[config.mk]
export PLATFORM = sky130hd
export DESIGN_NAME = stable_sorted_priority_queue
export DESIGN_NICKNAME = d
export VERILOG_FILES = /design/src/rtl/sspq_pkg.sv /design/src/rtl/sspq_cell.sv /design/src/rtl/stable_sorted_priority_queue.sv
export SDC_FILE = /design/constraint.sdc
export NUM_CORES = 1
export LEC_CHECK = 0
export BUFFER_PORTS_ARGS = -buffer_cell sky130_fd_sc_hd__buf_2
export CORE_ASPECT_RATIO = 1.4
export CORE_MARGIN = 4
export CORE_UTILIZATION = 49
export CTS_BUF_LIST = sky130_fd_sc_hd__clkbuf_2 sky130_fd_sc_hd__clkbuf_4 sky130_fd_sc_hd__clkbuf_8
export DETAILED_ROUTE_END_ITERATION = 8
export GPL_ROUTABILITY_DRIVEN = 1
export PLACE_DENSITY = 0.73
export SETUP_SLACK_MARGIN = 0.3
export SYNTH_ARGS = -nofsm -noshare
export SYNTH_HDL_FRONTEND = slang
export SYNTH_SLANG_ARGS = --single-unit
[constraint.sdc]
create_clock -name clk_i -period 11.1 [get_ports clk_i]
set_input_delay 1.11 -clock clk_i [delete_from_list [all_inputs] [get_ports clk_i]]
set_output_delay 1.11 -clock clk_i [all_outputs]
set_load 0.005 [all_outputs]
[src/rtl/sspq_pkg.sv]
`timescale 1ns / 1ps
package sspq_pkg;

  // Result status codes
  typedef enum logic [1:0] {
    ST_OK    = 2'd0,
    ST_EMPTY = 2'd1,
    ST_FULL  = 2'd2
  } status_e;

  // Operation codes carried in the request mode bit
  localparam logic MODE_INSERT = 1'b0;
  localparam logic MODE_REMOVE = 1'b1;

  localparam int unsigned PRIO_FIELD_W  = 8;
  localparam int unsigned DATA_FIELD_W  = 16;
  localparam int unsigned COUNT_FIELD_W = 5;

  // Request beat
  typedef struct packed {
    logic                    mode;
    logic [PRIO_FIELD_W-1:0] priority_req;
    logic [DATA_FIELD_W-1:0] client_id;
  } req_t;

  // Result beat
  typedef struct packed {
    status_e                  status;
    logic [PRIO_FIELD_W-1:0]  out_priority;
    logic [DATA_FIELD_W-1:0]  out_client_id;
    logic [COUNT_FIELD_W-1:0] fill_count;
  } res_t;

  // Operation broadcast to every cell
  typedef struct packed {
    logic ins;
    logic rem;
  } cell_ctl_t;

endpackage

[src/rtl/sspq_cell.sv]
`timescale 1ns / 1ps
module sspq_cell #(
  parameter int unsigned PRIO_W = 8,
  parameter int unsigned DATA_W = 16,
  parameter int unsigned CNT_W  = 5,
  parameter int unsigned INDEX  = 0
) (
  input  logic                clk_i,
  input  sspq_pkg::cell_ctl_t ctl_i,
  input  logic [CNT_W-1:0]    count_i,
  input  logic [PRIO_W-1:0]   new_prio_i,
  input  logic [DATA_W-1:0]   new_data_i,
  input  logic                left_keep_i,
  input  logic [PRIO_W-1:0]   left_prio_i,
  input  logic [DATA_W-1:0]   left_data_i,
  input  logic [PRIO_W-1:0]   right_prio_i,
  input  logic [DATA_W-1:0]   right_data_i,
  output logic                keep_o,
  output logic [PRIO_W-1:0]   prio_o,
  output logic [DATA_W-1:0]   data_o
);
  import sspq_pkg::*;

  localparam logic [CNT_W-1:0] IDX = CNT_W'(INDEX);

  logic              valid;
  logic [PRIO_W-1:0] prio_q, prio_d;
  logic [DATA_W-1:0] data_q, data_d;

  // Occupancy follows from the fill count; entries below it are sorted
  assign valid  = (IDX < count_i);
  // An entry of equal or lower number stays ahead of the new one
  assign keep_o = valid && (prio_q <= new_prio_i);

  // Hold, take the new entry, shift right on insert, shift left on remove
  always_comb begin
    prio_d = prio_q;
    data_d = data_q;
    if (ctl_i.ins && !keep_o) begin
      if (left_keep_i) begin
        prio_d = new_prio_i;
        data_d = new_data_i;
      end else begin
        prio_d = left_prio_i;
        data_d = left_data_i;
      end
    end else if (ctl_i.rem) begin
      prio_d = right_prio_i;
      data_d = right_data_i;
    end
  end

  always_ff @(posedge clk_i) begin
    prio_q <= prio_d;
    data_q <= data_d;
  end

  assign prio_o = prio_q;
  assign data_o = data_q;

endmodule

[src/rtl/stable_sorted_priority_queue.sv]
`timescale 1ns / 1ps
// Stable min-first priority queue built as a row of sorted storage cells.
// Request channel: req_i is taken at a clock edge where start is high and
// busy is low. mode 0 inserts (priority_req, client_id); mode 1 removes the
// entry with the smallest priority number. Equal priorities leave in the
// order they arrived.
// Result channel: every request beat gives exactly one result beat on res_o,
// marked by done_o for one cycle, on the cycle after the request edge.
// busy stays low, so one request is taken every cycle.
// The throughput of one beat per cycle is set by the cell row: each cell
// compares the new priority against its own entry and shifts in the same
// cycle, so no search or shift loop spans cycles.
// Insert into a full queue reports ST_FULL and leaves the queue as it was;
// remove from an empty queue reports ST_EMPTY. fill_count gives the number
// held after the operation.
// Reset empties the queue at once (the fill count is cleared; cell contents
// need no clearing). The receiver cannot stall: results must be taken in the
// cycle done_o is high.
module stable_sorted_priority_queue #(
  parameter int unsigned CAPACITY      = 16,
  parameter int unsigned PRIORITY_BITS = 8,
  parameter int unsigned PAYLOAD_BITS  = 16
) (
  input  logic           clk_i,
  input  logic           rst_ni,
  input  logic           start,
  output logic           busy,
  input  sspq_pkg::req_t req_i,
  output logic           done_o,
  output sspq_pkg::res_t res_o
);
  import sspq_pkg::*;

  localparam int unsigned CNT_W = $clog2(CAPACITY + 1);
  localparam logic [CNT_W-1:0] CAP_CNT = CNT_W'(CAPACITY);

  logic [CNT_W-1:0] count_q, count_d;
  logic             accept, full, empty;
  cell_ctl_t        ctl;
  logic [PRIORITY_BITS-1:0] new_prio;
  logic [PAYLOAD_BITS-1:0]  new_data;

  logic [PRIORITY_BITS+PRIO_FIELD_W-1:0] prio_in_ext;
  logic [PAYLOAD_BITS+DATA_FIELD_W-1:0]  data_in_ext;
  logic [PRIORITY_BITS+PRIO_FIELD_W-1:0] prio_out_ext;
  logic [PAYLOAD_BITS+DATA_FIELD_W-1:0]  data_out_ext;
  logic [CNT_W+COUNT_FIELD_W-1:0]        count_ext;

  logic [CAPACITY-1:0]      keep;
  logic [PRIORITY_BITS-1:0] cell_prio [CAPACITY];
  logic [PAYLOAD_BITS-1:0]  cell_data [CAPACITY];

  logic done_q;
  res_t res_q, res_d;

  assign busy   = 1'b0;
  assign accept = start && !busy;
  assign full   = (count_q == CAP_CNT);
  assign empty  = (count_q == '0);

  // Operation decode
  assign ctl.ins = accept && (req_i.mode == MODE_INSERT) && !full;
  assign ctl.rem = accept && (req_i.mode == MODE_REMOVE) && !empty;

  // Fit request fields to the stored widths
  assign prio_in_ext = {{PRIORITY_BITS{1'b0}}, req_i.priority_req};
  assign data_in_ext = {{PAYLOAD_BITS{1'b0}}, req_i.client_id};
  assign new_prio    = prio_in_ext[PRIORITY_BITS-1:0];
  assign new_data    = data_in_ext[PAYLOAD_BITS-1:0];

  // Cell row
  for (genvar i = 0; i < CAPACITY; i++) begin : g_cell
    logic                     left_keep;
    logic [PRIORITY_BITS-1:0] left_prio, right_prio;
    logic [PAYLOAD_BITS-1:0]  left_data, right_data;

    if (i == 0) begin : g_first
      assign left_keep = 1'b1;
      assign left_prio = new_prio;
      assign left_data = new_data;
    end else begin : g_inner
      assign left_keep = keep[i-1];
      assign left_prio = cell_prio[i-1];
      assign left_data = cell_data[i-1];
    end

    if (i == CAPACITY - 1) begin : g_last
      assign right_prio = '0;
      assign right_data = '0;
    end else begin : g_mid
      assign right_prio = cell_prio[i+1];
      assign right_data = cell_data[i+1];
    end

    sspq_cell #(
      .PRIO_W (PRIORITY_BITS),
      .DATA_W (PAYLOAD_BITS),
      .CNT_W  (CNT_W),
      .INDEX  (i)
    ) u_cell (
      .clk_i        (clk_i),
      .ctl_i        (ctl),
      .count_i      (count_q),
      .new_prio_i   (new_prio),
      .new_data_i   (new_data),
      .left_keep_i  (left_keep),
      .left_prio_i  (left_prio),
      .left_data_i  (left_data),
      .right_prio_i (right_prio),
      .right_data_i (right_data),
      .keep_o       (keep[i]),
      .prio_o       (cell_prio[i]),
      .data_o       (cell_data[i])
    );
  end

  // Fill count
  always_comb begin
    count_d = count_q;
    if (ctl.ins) begin
      count_d = count_q + CNT_W'(1);
    end else if (ctl.rem) begin
      count_d = count_q - CNT_W'(1);
    end
  end

  // Result beat
  assign prio_out_ext = {{PRIO_FIELD_W{1'b0}}, cell_prio[0]};
  assign data_out_ext = {{DATA_FIELD_W{1'b0}}, cell_data[0]};
  assign count_ext    = {{COUNT_FIELD_W{1'b0}}, count_d};

  always_comb begin
    res_d               = '0;
    res_d.fill_count    = count_ext[COUNT_FIELD_W-1:0];
    res_d.status        = ST_OK;
    if (req_i.mode == MODE_INSERT) begin
      if (full) begin
        res_d.status = ST_FULL;
      end
    end else if (empty) begin
      res_d.status = ST_EMPTY;
    end else begin
      res_d.out_priority  = prio_out_ext[PRIO_FIELD_W-1:0];
      res_d.out_client_id = data_out_ext[DATA_FIELD_W-1:0];
    end
  end

  always_ff @(posedge clk_i or negedge rst_ni) begin
    if (!rst_ni) begin
      count_q <= '0;
      done_q  <= 1'b0;
    end else begin
      count_q <= count_d;
      done_q  <= accept;
    end
  end

  always_ff @(posedge clk_i) begin
    if (accept) begin
      res_q <= res_d;
    end
  end

  assign done_o = done_q;
  assign res_o  = res_q;

endmodule

# Yosys cells after proc, flatten, opt, wreduce, memory -nomap -nowiden

Index checks and enable logic that the tools add are counted.

Mux-type cells: 99
$lt $le $gt $ge: 32
Reduce and logical (&&, ||, !) cells: 72
Eq/ne operators: 1
$add $sub $neg: 2
Bitwise gates (word level): 1

Operators with widths:

| kind                  | count |
|---|---|
| $mux W16              | 47 |
| $mux W8               | 47 |
| $le A8 B8 Y1          | 16 |
| $lt A4 B5 Y1 const A  | 8 |
| $logic_and A1 B1 Y1   | 36 |
| $reduce_bool A2 Y1    | 16 |
| $lt A3 B5 Y1 const A  | 4 |
| $logic_not A1 Y1      | 18 |
| $lt A1 B5 Y1 const A  | 2 |
| $lt A2 B5 Y1 const A  | 2 |
| $mux W5               | 2 |
| $add A5 B1 Y5 const B | 1 |
| $eq A5 B5 Y1 const B  | 1 |
| $logic_not A5 Y1      | 1 |
| $sub A5 B1 Y5 const B | 1 |
| $mux W2               | 2 |
| $reduce_or A2 Y1      | 1 |
| $mux W1               | 1 |
| $not A1 Y1            | 1 |

Word-level logic and storage cells: 245
Input bits: 28
Bits in registers: 421
Output and inout bits: 33

# Logic depth before layout (Yosys ltp)

Depth after elaboration: 5
Mapped depth: 12
Gate-level depth less buffers: 8

# By module

A second synthesis with hierarchy kept.

Cell total of the unflattened synthesis: 2,949
Area, all modules: 32,268.4 um^2

By module, submodules not included:

| module                         | area each (um^2) | times used | cells each | sequential area each (um^2) |
|---|---|---|---|---|
| sspq_cell at g_cell[7].u_cell  | 2,164.6          | 1          | 224        | 720.7 |
| sspq_cell at g_cell[12].u_cell | 2,103.3          | 1          | 221        | 720.7 |
| sspq_cell at g_cell[0].u_cell  | 2,055.7          | 1          | 222        | 720.7 |
| sspq_cell at g_cell[4].u_cell  | 2,053.2          | 1          | 221        | 720.7 |
| sspq_cell at g_cell[11].u_cell | 2,025.7          | 1          | 193        | 720.7 |
| sspq_cell at g_cell[9].u_cell  | 2,023.2          | 1          | 221        | 720.7 |
| sspq_cell at g_cell[6].u_cell  | 1,965.6          | 1          | 194        | 720.7 |
| sspq_cell at g_cell[14].u_cell | 1,931.9          | 1          | 194        | 720.7 |
| sspq_cell at g_cell[13].u_cell | 1,928.1          | 1          | 194        | 720.7 |
| sspq_cell at g_cell[2].u_cell  | 1,926.8          | 1          | 194        | 720.7 |
| sspq_cell at g_cell[3].u_cell  | 1,896.8          | 1          | 147        | 720.7 |
| sspq_cell at g_cell[1].u_cell  | 1,888.1          | 1          | 143        | 720.7 |
| sspq_cell at g_cell[5].u_cell  | 1,883.1          | 1          | 143        | 720.7 |
| sspq_cell at g_cell[8].u_cell  | 1,660.3          | 1          | 112        | 720.7 |
| +3 rows                        | --               | --         | --         | -- |

# Worst setup path after synthesis

No wires, ideal clock.

Path kind: input to register
Start point: input req_i[19] (netlist bit)
End point: register g_cell[13].u_cell.data_q[0], enable pin
Data required time: 10,662 ps
Arrival: 4,546 ps
Path buffers: 2
Slack: 6,116 ps
Cell stages on the path: 9
Library setup time: 438 ps
Cell sequence: clkbuf_1 > inv_1 > ha_1 > and4_1 > nor2b_1 > a21oi_2 > nor3_4 > buf_4 > o21ai_0

Cells in the longest elaborated chain, start to end: 5

Ends and longest elaborated chain:

| what                         | RTL line                           | text |
|---|---|---|
| from (decl)                  | stable_sorted_priority_queue.sv:28 | `input sspq_pkg::req_t req_i,` |
| $le A8 B8 Y1                 | sspq_cell.sv:33                    | `assign keep_o = valid && (prio_q <= new_prio_i);` |
| $logic_and A1 B1 Y1          | sspq_cell.sv:33                    |  |
| $logic_not A1 Y1             | sspq_cell.sv:39                    | `if (ctl_i.ins && !keep_o) begin` |
| $logic_and A1 B1 Y1          | sspq_cell.sv:39                    |  |
| $reduce_bool A2 Y1 (no line) | --                                 |  |
| to (signal assigned)         | sspq_cell.sv:55                    | `data_q <= data_d;` |
| to (decl)                    | sspq_cell.sv:28                    | `logic [DATA_W-1:0] data_q, data_d;` |

Every way passes these cells.
A chain may end at the register's enable or synchronous reset.

# Final worst setup path

Start point: input req_i[22] (netlist bit)
End point: register g_cell[3].u_cell.data_q[1], enable pin

Cells in the longest elaborated chain, start to end: 5

Ends and longest elaborated chain:

| what                         | RTL line |
|---|---|
| $le A8 B8 Y1                 | sspq_cell.sv:33 |
| $logic_and A1 B1 Y1          | sspq_cell.sv:33 |
| $logic_not A1 Y1             | sspq_cell.sv:39 |
| $logic_and A1 B1 Y1          | sspq_cell.sv:39 |
| $reduce_bool A2 Y1 (no line) | -- |
| to (signal assigned)         | sspq_cell.sv:55 |
| to (decl)                    | sspq_cell.sv:28 |

Every way passes these cells.

==> flow_summary_export.csv <==
group,metric,value,unit
power_and_ir_drop,powerDensity,262.4,nW/um^2
yosys,synth-compound-area-share,12.45,%
die,fp.dieH,270.5,microns
sta,timing.fmax,0.1956,GHz
critical_path,r2r_end,"g_cell[3].u_cell.data_o[1]",
yosys,ys_seq_area_share,52.28,%
critical_path,critical_path_required,11.23,ns
die,coreArea,48380,sq um
grt,grt_antenna_before_repair,2,
yosys,async_flop_share,1.425,%
sta,rsz0062_at_grt,"no",
clock_tree,cts_buffer_depth,3,
clock_tree,clock-sinks,421,
clock_tree,clk_pin_slew,0.07,ns
yosys,synth-xor-area-share,0.1452,%
drt,drt_pass1_iterations,6,
place,place_area,24890,sq um
clock_tree,ctsResizeCount,0,
power_and_ir_drop,ir_drop,0.1420,mV
clock_tree,root_buffer,"clkbuf_8",
clock_tree,ctsHoldBuffers,0,
die,initial_utilization,49.87,%
yosys,synth_edf_count,415,
sta,tns,0,ns
critical_path,end_kind,"flip-flop",
sta,tightest_slew,1.412,ns
sta,maxSlewViolCount,0,
run_status,status,"finished clean",
critical_path,r2r-start,"g_cell[3].u_cell.prio_o[1]",
sta,timing.hold.ws,0.2465,ns
critical_path,rrSetupSlack,6.95,ns
sta,finalHoldViolCount,0,
sta,relSlewSlack,5.851,%
critical_path,reg2reg_depth,8,
yosys,synth_nets,2282,
layout,synthToLayoutAreaGrowth,8.583,%
drt,drc,0,
yosys,synth_top_family_by_area,"multiplexers",
drt,drtAntennaViolNets,0,
layout,stdcell_area,26200,sq um
die,rows,95,
yosys,avgSynthCellArea,11.37,sq um
grt,grt_max_degree,62,
grt,grt_usage,25.75,%
power_and_ir_drop,leakagePower,10.43,nW
yosys,synthMuxAreaShare,16.12,%
sta,timing.final.crit_period,5.112,ns
yosys,synthesis.area,24120,sq um
clock_tree,cts_made_buffers,72,
grt,overflow,0,
flow_run,maxCapViolCount,0,
drt,via_count,17720,
sta,post-route-period-util,46.05,%
yosys,yosys.area_share.adder,6.846,%
sta,setup_ws,5.988,ns
yosys,syn_inst,2122,
layout,finalCoreUtilization,54.15,%
layout,layout_commonest_cell,"edfxtp_1",
critical_path,worstPathMaxFanout,49,
critical_path,crit_type,"primary input to flip-flop",
place,dp_worst_setup_slack,5.352,ns
yosys,ys.flop_type,"edfxtp_1",
drt,drt-initial-drc-count,1641,
grt,grt_pass1_vias,18010,
layout,layoutNonFillerInstCount,2831,
place,gp_congestion,0.9455,
die,dieArea,52900,sq um
die,die_w,195.5,microns
place,dp.cells,2703,
clock_tree,insertion_delay,0.68,ns
grt,grt_pass1_wl,106.9,mm
yosys,synth-simple-area-share,8.547,%
layout,layout.area.seq,12610,sq um
layout,multiInputGateArea,10760,sq um
critical_path,crit_slowest_cell,"nand2_1",
place,dp_hpwl,47.30,mm
power_and_ir_drop,total_power,6.873,mW
clock_tree,tritoncts,"built",
layout,nFillCells,4091,
yosys,ys_types,61,
clock_tree,post-cts-setup-buffer-count,0,
sta,setup_viol,0,
drt,routed_wl,69.98,mm
drt,vias_per_cell,6.258,
critical_path,crit_buf_inv,3,
sta,final.setup_skew,0.05516,ns
place,io_buffers,59,
layout,nNetsFinal,2307,
drt,wl_per_cell,24.72,microns
critical_path,path_delay_family,"simple AND/OR/NAND/NOR gates",
clock_tree,htree_levels,3,
layout,drive_gt1_share,12.50,%
critical_path,cp_slowest_stage_delay,0.86,ns
critical_path,crit_chain,"buf_2, inv_1, ha_1, nand4_1, nor2_1, a211oi_1, nor3_4, buf_4, nand2b_1, nand2_1",
layout,final_cell_mix,"415 x edfxtp_1, 314 x mux2i_1, 273 x nand2_1",
worst_hold_path,hp-class,"primary input to async pin",
yosys,ys_seq_elements,421,
die,io-pin-count,61,
critical_path,worst_ep_arrival_time,5.24,ns
yosys,synth_warnings,0,
critical_path,start_kind,"primary input",
registers in the layout, indices dropped and copies added (netlist names):
name / count
g_cell.u_cell.prio_o: 128
res_o: 31
g_cell.u_cell.data_o: 256
done_o: 1
count_q: 5
how the worst max path moves through the flow:
stage          slack [ns]  startpoint  cells past startpoint                     endpoint
4_1_cts              6.04   req_i[21]                     11   g_cell[3].u_cell.data_o[1]
3_5_place_dp         5.35   req_i[22]                     10  g_cell[3].u_cell.data_o[11]
6_report             5.99   req_i[22]                     10   g_cell[3].u_cell.data_o[1]
5_1_grt              5.58   req_i[22]                     10   g_cell[3].u_cell.data_o[1]
2_1_floorplan        6.12   req_i[19]                      9  g_cell[13].u_cell.data_o[0]
3_3_place_gp         5.45   req_i[22]                     10   g_cell[3].u_cell.data_o[2]
cells in the mapped netlist, types with 19 or more instances:
cell type | n | area, sq um
edfxtp_1 | 415 | 12460
mux2i_1 | 314 | 3143
nand2_1 | 273 | 1025
o21ai_1 | 269 | 1346
ha_1 | 132 | 1652
o21ai_0 | 123 | 615.6
a21oi_1 | 103 | 515.5
clkbuf_1 | 78 | 292.8
buf_2 | 38 | 190.2
nor2_1 | 38 | 142.6
mux2_1 | 30 | 337.8
nand3_1 | 30 | 150.1
buf_4 | 29 | 217.7
nand4_1 | 29 | 181.4
inv_1 | 27 | 101.4
and2_1 | 24 | 150.1
mux2_2 | 23 | 259.0
nor2b_1 | 19 | 118.9
o211ai_1 | 19 | 142.6
worst register-to-register path, delay by kind of cell (launching register included):
family / cells / cell delay (ns)
and+or+nand+nor: 4 / 1.99
buffers and inverters: 1 / 0.49
DFF: 1 / 0.50
AOI/OAI and AO/OA: 2 / 0.29
adders and majority gates: 1 / 0.33
cell families after synthesis:
group / after synthesis
flops: 421
buf+inv: 179
xor+xnor: 4
compound gates: 560
simple gates: 448
other cells: 1
mux: 377
fa+ha+maj: 132
where the power goes:
part / switching [mW] / total [mW] / internal [mW] / leakage, nW
clock network: 0.682 / 1.34 / 0.659 / 0.693
logic: 1.64 / 2.68 / 1.04 / 5.65
registers: 0.404 / 2.85 / 2.45 / 4.09
layer usage:
metal	share of wire, %	track usage (%)
met1	39	32.61
met4	4.4	11.88
met5	0.019	0
met3	7.8	4.642
met2	49	42.96
area by class of cell:
type / instances / area share (%)
clock inverters: 43 / 0.8168
flip-flops and latches: 421 / 48.15
repair buffers: 102 / 2.360
clock buffers: 84 / 4.175
well taps: 630 / 3.009
diodes: 1 / 0.009553
inverters: 28 / 0.4012
multi-input cells: 1522 / 41.08
Power figures use the tool's default switching activity.
